$ cat src/hw/rtl/dgat_pkg.sv
`default_nettype none
package dgat_pkg;

    // default sizes
    localparam int DEF_TABLE_SLOTS     = 128;
    localparam int DEF_DEPS_PER_ACTION = 8;

    // field widths
    localparam int OP_W = 3;
    localparam int ID_W = 32;

    // op codes
    localparam logic [OP_W-1:0] OP_INIT     = 3'd0;
    localparam logic [OP_W-1:0] OP_SHUTDOWN = 3'd1;
    localparam logic [OP_W-1:0] OP_CREATE   = 3'd2;
    localparam logic [OP_W-1:0] OP_ADD_DEP  = 3'd3;
    localparam logic [OP_W-1:0] OP_EXECUTE  = 3'd4;

    // stream payload widths
    localparam int IN_TDATA_W  = 72;
    localparam int OUT_TDATA_W = 40;

    // one result item
    typedef struct packed {
        logic            ok;
        logic [ID_W-1:0] new_id;
    } t_result;

endpackage
`default_nettype wire

$ cat src/hw/rtl/dgat_out_reg.sv
`default_nettype none
module dgat_out_reg (
    input  wire                                i_clk,
    input  wire                                i_rst_n,
    input  wire                                i_load,
    input  wire dgat_pkg::t_result             i_res,
    output logic                               o_free,
    output logic                               o_m_axis_tvalid,
    input  wire                                i_m_axis_tready,
    // ok [0], new_action_id [32:1], zero fill [39:33]
    output logic [dgat_pkg::OUT_TDATA_W-1:0]   o_m_axis_tdata
);
    import dgat_pkg::*;

    logic    r_valid;
    logic    n_valid;
    t_result r_res;

    // slot is free when empty or being drained this cycle
    assign o_free = !r_valid || i_m_axis_tready;

    always_comb begin
        n_valid = r_valid;
        if (i_load) begin
            n_valid = 1'b1;
        end else if (i_m_axis_tready) begin
            n_valid = 1'b0;
        end
    end

    always_ff @(posedge i_clk) begin
        if (!i_rst_n) begin
            r_valid <= 1'b0;
        end else begin
            r_valid <= n_valid;
        end
    end

    // payload holds until the next load
    always_ff @(posedge i_clk) begin
        if (i_load) begin
            r_res <= i_res;
        end
    end

    assign o_m_axis_tvalid = r_valid;
    assign o_m_axis_tdata  = {{(OUT_TDATA_W - ID_W - 1){1'b0}}, r_res.new_id, r_res.ok};

endmodule
`default_nettype wire

$ cat config.mk
export PLATFORM = sky130hd
export DESIGN_NAME = dgat_out_reg
export DESIGN_NICKNAME = d
export VERILOG_FILES = /design/src/hw/rtl/dgat_pkg.sv /design/src/hw/rtl/dgat_out_reg.sv
export SDC_FILE = /design/constraint.sdc
export NUM_CORES = 1
export LEC_CHECK = 0
export ABC_AREA = 1
export BUFFER_PORTS_ARGS = -buffer_cell sky130_fd_sc_hd__buf_2
export CAP_MARGIN = 5
export CORE_MARGIN = 2
export CORE_UTILIZATION = 39
export CTS_CLUSTER_SIZE = 25
export DETAILED_ROUTE_END_ITERATION = 10
export PLACE_DENSITY_LB_ADDON = 0.1
export SYNTH_ARGS = -nofsm -noshare
export SYNTH_HDL_FRONTEND = slang
export SYNTH_SLANG_ARGS = --single-unit
$ cat constraint.sdc
create_clock -name i_clk -period 0.8 [get_ports i_clk]
set_input_delay 0.16 -clock i_clk [delete_from_list [all_inputs] [get_ports i_clk]]
set_output_delay 0.16 -clock i_clk [all_outputs]
set_load 0.02 [all_outputs]
==> impl_metrics.py, run 1 <==
metrics = {
    "status": {
        "outcome": "finished with violations",
        "violations": "setup timing",
    },
    "grt": {
        "grt_max_degree": 23,
        "antenna_found_initial": 0,
        "grt_usage": 0.144,
        "grt_pass1_wl_um": 3280,
        "grt_overflow": 0,
        "grt_pass1_vias": 727,
    },
    "die": {
        "die_h_um": 57.0,
        "die_w_um": 57.0,
        "rows": 19,
        "die-area_um2": 3240,
        "start_util": 0.404,
        "ios": 79,
        "core_area_um2": 2710,
    },
    "cells_and_area": {
        "area_growth_pct": 85.4,
        "drive_gt1_frac": 0.519,
        "final_cell_mix": "buf_2, edfxtp_1, dlygate4sd3_1",
        "multiInputGateArea_um2": 41.3,
        "fillers": 184,
        "final_common_cell": "buf_2",
        "finalInstanceArea_um2": 2030,
        "nNetsFinal": 196,
        "register_area_um2": 1010,
        "fin_util": 0.748,
        "n_antenna_cell": 0,
    },
    "timing": {
        "slew_violations": 0,
        "hold_viol_final": 0,
        "setup_ws_ps": -246,
        "rsz0062_at_grt": "true",
        "whs_ps": 17.0,
        "setup-violations-final": 35,
        "period_needed_ps": 1050,
        "timing.fmax_ghz": 0.956,
        "skew_ps": 0,
        "period_share": 1.31,
        "setup_tns_ps": -7620,
    },
    "cts": {
        "clockRootBuffer": "clkbuf_4",
        "cts_num_sinks": 34,
        "numCtsBuffers": 5,
        "clockBufferDepth": 2,
        "cts_tree": "built",
        "clock_latency_ps": 310,
        "cts.htree.levels": 2,
        "clkTransAtPathRegs_ps": 100,
    },
    "power_and_ir_drop": {
        "power_density_nw_per_um2": 2000,
        "power_frac_comb": 0.175,
        "power.leakage_nw": 0.892,
        "power_w": 0.00405,
        "p_int_w": 0.00314,
        "p_switching_w": 0.000910,
        "netSwitchingFraction": 0.225,
        "p_clk_frac": 0.291,
        "peakVddDrop_mv": 1.61,
        "power_frac_seq": 0.533,
    },
    "critical_path": {
        "path_delay_family": "flip-flops",
        "reg2reg_slack_ps": 80,
        "cp.required_ps": 640,
        "cp-start-kind": "register",
        "worst-path-buf-inv": 1,
        "crit_path_cell_trace": "buf_6",
        "critPathMaxStageDelay_ps": 410,
        "critPathSlowestCell": "edfxtp_1",
        "startpoint": "o_m_axis_tdata[21]$_DFFE_PP_",
        "worstRegToRegCells": 3,
        "timing.rr.end": "o_m_axis_tvalid$_SDFFE_PN0P_",
        "path_class": "reg2out",
        "cp-endpoint": "o_m_axis_tdata[21]",
        "reg2reg_from": "o_m_axis_tvalid$_SDFFE_PN0P_",
        "cp.arrival_ps": 890,
        "end_kind": "output port",
        "worst-path-stages": 1,
        "cp_max_fo": 1,
    },
    "synth": {
        "synth-adder-area-share": 0,
        "yosys_warnings": 0,
        "synth-compound-area-share": 0.00801,
        "yosys.cell_types.count": 7,
        "syn_inst": 47,
        "syn_avg_cell_area_um2": 23.3,
        "synth_xor_area_frac": 0,
        "syn_area_um2": 1090,
        "seq_area_frac_synth": 0.924,
        "synth_mux_area_frac": 0,
        "synth-seq-cells": 34,
        "synthSimpleGateAreaFrac": 0.00572,
        "synth_top_family_by_area": "buffers and inverters",
    },
    "drt": {
        "wl_per_cell_um": 13.1,
        "vias": 798,
        "drt_first_pass_iters": 4,
        "first_iter_violations": 18,
        "ant_nets": 0,
        "drc": 0,
        "routed_wl_um": 2500,
        "viasPerCell": 4.18,
    },
    "placed_design": {
        "portBuffers": 71,
        "place_congestion": 0.627,
        "place_hpwl_um": 1580,
        "dpl_cell_area_um2": 1500,
    },
    "hold_path": {
        "hold_path.class": "in2reg",
    },
    "run": {
        "maxCapViolCount": 0,
    },
}
-- state kept, by name, summed over array words and instances (netlist names) --
signal and flops:
o_m_axis_tdata 33, o_m_axis_tvalid 1
-- final cells by class --
cell class	instances	share of cell area
Sequential cell	34	0.499
Timing Repair Buffer	106	0.419
Clock buffer	7	0.0222
Multi-Input combinational cell	9	0.0204
Tap cell	31	0.0191
Clock inverter	1	0.0148
Inverter	3	0.00556
-- power by group through the flow --
stage          combinational (W)  sequential [W]  clock [W]
2_1_floorplan          0.0000665         0.00237          0
3_3_place_gp            0.000491         0.00217          0
6_report                0.000710         0.00216    0.00118
4_1_cts                 0.000571         0.00214    0.00121
3_5_place_dp            0.000497         0.00218          0
5_1_grt                 0.000744         0.00217    0.00129
-- stage by stage --
step | setup WS, ps | std cells
floorplan | 28.2 | 53
CTS | -266 | 173
global route | -303 | 191
detailed placement | 14.5 | 150
finish | -246 | 191
global placement | 17.4 | 150
-- cells by family (layout without fill, tap and decap cells) --
group	count (synthesis)	count (layout)
DFF	34	34
buffers and inverters	10	117
other	1	7
AOI/OAI and AO/OA	1	1
and+or+nand+nor	1	1
-- cell usage after synthesis (all sizes together) --
library cell  count  area (um2)
edfxtp           33         991
buf               7        52.6
inv               3        11.3
a21oi             1        8.76
conb              1        3.75
dfxtp             1        20.0
nand2             1        6.26
-- worst min-delay path by stage --
stage	startpoint	to	slack, ps	depth (start not counted)
after floorplan	i_res[32]	o_m_axis_tdata[0]$_DFFE_PP_	260	0
after global placement	i_res[10]	o_m_axis_tdata[11]$_DFFE_PP_	340	1
after detailed placement	i_res[27]	o_m_axis_tdata[28]$_DFFE_PP_	340	1
after CTS	i_res[8]	o_m_axis_tdata[9]$_DFFE_PP_	0.4	1
after global routing	i_res[25]	o_m_axis_tdata[26]$_DFFE_PP_	1	1
final	i_res[25]	o_m_axis_tdata[26]$_DFFE_PP_	20	1
-- repair_timing --
| action | CTS | global route |
|---|---|---|
| setup buffers | 0 | 1 |
| endpoints found under the hold margin | 15 | 17 |
| pin swaps | 0 | 1 |
| hold buffers | 15 | 17 |
| resized for setup | 9 | 32 |
| setup endpoints to repair | 35 | 35 |
-- routing by layer --
layer  global-route usage  wire [um]  vias to the layer above
met5                    0          0                        -
met3               0.0612        189                        8
met4               0.0797         57                        0
met2                0.253       1410                       46
met1                0.143        848                      359
li1                     -          -                      385
Note: power is estimated with default switching activity, not from simulation.
==> inputs of run 2 (changes only) <==
- MAX_ROUTING_LAYER: unset -> met4
==> impl_metrics.py, run 2 (same netlist as run 1, synthesis figures left out) <==
metrics = {
    "status": {
        "outcome": "finished with violations",
        "violations": "setup timing",
    },
    "drt": {
        "ant_nets": 0,
        "drt_first_pass_iters": 4,
        "wl_per_cell_um": 13.2,
        "viasPerCell": 4.21,
        "routed_wl_um": 2530,
        "drc": 0,
        "first_iter_violations": 17,
        "vias": 808,
    },
    "die": {
        "die_h_um": 57.0,
        "ios": 79,
        "core_area_um2": 2710,
        "die-area_um2": 3240,
        "start_util": 0.404,
        "rows": 19,
        "die_w_um": 57.0,
    },
    "critical_path": {
        "timing.rr.end": "o_m_axis_tvalid$_SDFFE_PN0P_",
        "worstRegToRegCells": 3,
        "startpoint": "o_m_axis_tdata[21]$_DFFE_PP_",
        "reg2reg_slack_ps": 90,
        "path_delay_family": "flip-flops",
        "cp.required_ps": 640,
        "end_kind": "output port",
        "cp_max_fo": 1,
        "cp.arrival_ps": 880,
        "critPathSlowestCell": "edfxtp_1",
        "reg2reg_from": "o_m_axis_tvalid$_SDFFE_PN0P_",
        "critPathMaxStageDelay_ps": 410,
        "path_class": "reg2out",
        "crit_path_cell_trace": "buf_6",
        "cp-start-kind": "register",
        "worst-path-buf-inv": 1,
    },
    "cells_and_area": {
        "final_common_cell": "buf_2",
        "nNetsFinal": 197,
        "fin_util": 0.752,
        "largest_register_ffs": 33,
        "drive_gt1_frac": 0.516,
        "n_antenna_cell": 0,
        "area_growth_pct": 86.3,
        "final_cell_mix": "buf_2, dlygate4sd3_1, edfxtp_1",
    },
    "power_and_ir_drop": {
        "netSwitchingFraction": 0.224,
        "p_int_w": 0.00314,
        "power.leakage_nw": 0.896,
        "p_clk_frac": 0.290,
        "power_density_nw_per_um2": 1990,
        "power_frac_comb": 0.177,
        "p_switching_w": 0.000907,
        "peakVddDrop_mv": 1.61,
        "power_frac_seq": 0.533,
    },
    "grt": {
        "grt_max_degree": 23,
        "grt_pass1_vias": 727,
        "grt_overflow": 0,
        "antenna_found_initial": 0,
        "grt_pass1_wl_um": 3260,
        "grt_usage": 0.150,
    },
    "timing": {
        "period_share": 1.30,
        "slew_violations": 0,
        "skew_ps": 0,
        "timing.fmax_ghz": 0.958,
        "period_needed_ps": 1040,
        "setup-violations-final": 35,
        "hold_viol_final": 0,
        "rsz0062_at_grt": "true",
        "setup_ws_ps": -244,
    },
    "hold_path": {
        "hold_path_depth": 3,
        "hold_path.class": "in2reg",
        "holdCritStartpoint": "i_rst_n",
        "worstHoldEndpoint": "o_m_axis_tvalid$_SDFFE_PN0P_",
    },
    "placed_design": {
        "place_congestion": 0.632,
        "portBuffers": 71,
        "pre_cts_ws_ps": 14.5,
        "place_hpwl_um": 1580,
    },
    "cts": {
        "clkTransAtPathRegs_ps": 100,
        "clock_latency_ps": 310,
        "cts.htree.levels": 2,
        "numCtsBuffers": 5,
        "clockRootBuffer": "clkbuf_4",
        "clockBufferDepth": 2,
        "cts_tree": "built",
        "cts_num_sinks": 34,
    },
    "run": {
        "maxCapViolCount": 0,
    },
}
-- run 2: worst max-delay path by stage --
stage,cells after the start,endpoint
2_1_floorplan,2,o_m_axis_tvalid$_SDFFE_PN0P_
3_3_place_gp,2,o_m_axis_tdata[9]$_DFFE_PP_
3_5_place_dp,2,o_m_axis_tdata[6]$_DFFE_PP_
4_1_cts,1,o_m_axis_tdata[20]
5_1_grt,1,o_m_axis_tdata[20]
6_report,1,o_m_axis_tdata[21]
-- run 2: layout make-up --
cell class	count	area (um2)
Inverter	3	11.3
Timing Repair Buffer	107	858
Sequential cell	34	1010
Multi-Input combinational cell	9	41.3
Fill cell	184	673
Clock inverter	1	30.0
Clock buffer	7	45.0
Tap cell	31	38.8
-- run 2: power groups by stage --
stage | Combinational, W | Clock [W] | Sequential (W)
detailed placement | 0.000497 | 0 | 0.00218
global route | 0.000749 | 0.00130 | 0.00217
finish | 0.000715 | 0.00117 | 0.00216
CTS | 0.000571 | 0.00121 | 0.00214
global placement | 0.000491 | 0 | 0.00217
floorplan | 0.0000665 | 0 | 0.00237
-- run 2: stage by stage --
stage / instances / total power, W / cell area (um2) / hold WS, ps / TNS, ps
6_report: 192 / 0.00405 / 2040 / 67.8 / -7480
3_3_place_gp: 150 / 0.00266 / 1500 / 338 / 0
4_1_cts: 173 / 0.00393 / 1750 / 0.450 / -8150
3_5_place_dp: 150 / 0.00268 / 1500 / 339 / 0
2_1_floorplan: 53 / 0.00243 / 1120 / 259 / 0
5_1_grt: 192 / 0.00422 / 2040 / 42.5 / -9610
-- run 2: what timing repair did --
item | CTS | global route
endpoints found under the hold margin | 15 | 18
setup buffers | 0 | 1
endpoints found under the setup margin | 35 | 35
gates resized for setup | 9 | 32
pin swaps | 0 | 1
hold buffers | 15 | 18
-- run 2: metal layers --
metal  track usage  vias to the layer above  wire (um)
met2         0.253                       49       1430
li1              -                      387          -
met5             -                        -          0
met3        0.0884                        4        203
met1         0.141                      368        864
met4        0.0498                        0         26
==> inputs of run 3 (changes only) <==
- ABC_AREA: 1 -> unset
- CORE_ASPECT_RATIO: unset -> 1.25
==> impl_metrics.py, run 3 <==
metrics = {
    "die": {
        "die_h_um": 63.3,
        "start_util": 0.409,
        "core_area_um2": 2680,
        "rows": 21,
        "die-area_um2": 3250,
        "die_w_um": 51.4,
        "ios": 79,
    },
    "cells_and_area": {
        "drive_gt1_frac": 0.522,
        "final_cells": 191,
        "finalInstanceArea_um2": 2050,
        "final_common_cell": "buf_2",
        "n_antenna_cell": 0,
        "final_cell_mix": "buf_2, edfxtp_1, dlygate4sd3_1",
        "largest_register_ffs": 33,
        "area_growth_pct": 87.1,
        "nNetsFinal": 193,
    },
    "placed_design": {
        "dpl_cell_area_um2": 1500,
        "place_congestion": 0.727,
        "portBuffers": 71,
        "pre_cts_ws_ps": 15.2,
        "dp_cells": 151,
    },
    "critical_path": {
        "timing.rr.end": "o_m_axis_tvalid$_SDFFE_PN0P_",
        "path_class": "reg2out",
        "worst-path-buf-inv": 1,
        "critPathMaxStageDelay_ps": 390,
        "worstRegToRegCells": 2,
        "reg2reg_slack_ps": 190,
        "cp_max_fo": 1,
        "critPathSlowestCell": "edfxtp_1",
        "path_delay_family": "flip-flops",
        "reg2reg_from": "o_m_axis_tvalid$_SDFFE_PN0P_",
        "cp-start-kind": "register",
        "startpoint": "o_m_axis_tdata[27]$_DFFE_PP_",
        "worst-path-stages": 1,
        "crit_path_cell_trace": "buf_2",
        "end_kind": "output port",
        "cp.required_ps": 640,
        "cp.arrival_ps": 890,
    },
    "hold_path": {
        "worstHoldEndpoint": "o_m_axis_tdata[13]$_DFFE_PP_",
        "hold_path.class": "in2reg",
        "holdCritStartpoint": "i_res[12]",
        "hold_path_depth": 1,
    },
    "synth": {
        "synth_area_leaders": "edfxtp_1, buf_4, dfxtp_1, nand2b_4, a21boi_2",
        "yosys_warnings": 0,
        "yosysMostFrequentCell": "edfxtp_1",
        "syn_inst": 45,
        "syn_area_um2": 1100,
        "synth_largest_area_cell": "edfxtp_1",
        "synth_top_area_frac": 0.904,
        "synth-async-reset-ratio": 0,
        "syn_avg_cell_area_um2": 24.4,
        "seq_area_frac_synth": 0.922,
        "synthTopCellsByCount": "edfxtp_1, buf_4",
        "synthFlopType": "edfxtp_1",
        "synth-edff-count": 33,
        "synth-seq-cells": 34,
        "yosys.cell_types.count": 7,
    },
    "grt": {
        "grt_overflow": 0,
        "antenna_found_initial": 0,
        "grt_util_met3": 0.0569,
        "grt_pass1_vias": 717,
        "grt_pass1_wl_um": 3280,
        "grt.busiest_layer": "met2",
        "grt_util_met2": 0.266,
        "grtUsageMet1": 0.138,
        "grt_usage": 0.149,
        "grt_max_degree": 23,
    },
    "timing": {
        "setup_ws_ps": -253,
        "hold_viol_final": 0,
        "skew_ps": 0,
        "whs_ps": 30.8,
        "setup-violations-final": 35,
        "period_needed_ps": 1050,
        "timing.fmax_ghz": 0.950,
        "rsz0062_at_grt": "true",
        "slew_violations": 0,
        "period_share": 1.32,
    },
    "status": {
        "violations": "setup timing",
        "outcome": "finished with violations",
    },
    "drt": {
        "viasPerCell": 4.20,
        "vias": 803,
        "drt_first_pass_iters": 4,
        "first_iter_violations": 12,
        "routed_wl_um": 2510,
        "drc": 0,
        "ant_nets": 0,
        "wl_per_cell_um": 13.1,
    },
    "cts": {
        "cts_num_sinks": 34,
        "clkTransAtPathRegs_ps": 90,
        "clockBufferDepth": 2,
        "numCtsBuffers": 5,
        "clock_latency_ps": 330,
        "cts_tree": "built",
        "cts.htree.levels": 2,
        "post-cts-setup-buffers": 0,
        "clockRootBuffer": "clkbuf_4",
    },
    "power_and_ir_drop": {
        "power.leakage_nw": 0.892,
        "power_density_nw_per_um2": 1980,
        "peakVddDrop_mv": 1.45,
        "power_w": 0.00407,
    },
    "run": {
        "maxCapViolCount": 0,
    },
}
## run 3: cell types whose count changed after synthesis
cell	previous run	this run
nand2_2	1	0
a21boi_2	0	1
a21oi_2	1	0
nand2b_4	0	1
inv_1	3	1
## run 3: how the worst max path moves through the flow
stage	to
global route	o_m_axis_tdata[11]
global placement	o_m_axis_tdata[13]$_DFFE_PP_
finish	o_m_axis_tdata[27]
CTS	o_m_axis_tdata[23]
floorplan	o_m_axis_tvalid$_SDFFE_PN0P_
detailed placement	o_m_axis_tdata[31]$_DFFE_PP_
## run 3: cell families after synthesis
group,Yosys count,synth area share
AO/OA/AOI/OAI,1,0.0103
buffers and inverters,8,0.0514
flip-flops,34,0.922
other,1,0.00342
AND/OR/NAND/NOR,1,0.0126
## run 3: layout make-up
type,count,area [um2]
Tap cell,34,42.5
Timing Repair Buffer,105,866
Clock inverter,1,30.0
Sequential cell,34,1010
Multi-Input combinational cell,9,51.3
Fill cell,155,629
Inverter,1,3.75
Clock buffer,7,45.0
## run 3: stage by stage
stage                     utilization  setup TNS, ps
after CTS                       0.695          -8210
after global placement          0.561              0
final                           0.765          -7780
after global routing            0.765          -9240
after detailed placement        0.561              0
after floorplan                     -              0
## run 3: where the power goes
group,switching [W],internal (W)
clock,0.000516,0.000663
sequential,0.0000556,0.00211
combinational,0.000341,0.000385
## run 3: repair_timing
| action | CTS | global route |
|---|---|---|
| resized for setup | 11 | 38 |
| cloned | 0 | 0 |
| endpoints found under the hold margin | 25 | 7 |
| hold buffers | 25 | 7 |
| endpoints found under the setup margin | 35 | 35 |
## run 3: layer usage
metal  part of all wire  up-vias  routed length [um]
met2               0.59       56                1480
met3              0.080        7                 200
met5                  0        -                   0
met4              0.022        0                  56
met1               0.31      362                 767
li1                   -      378                   -
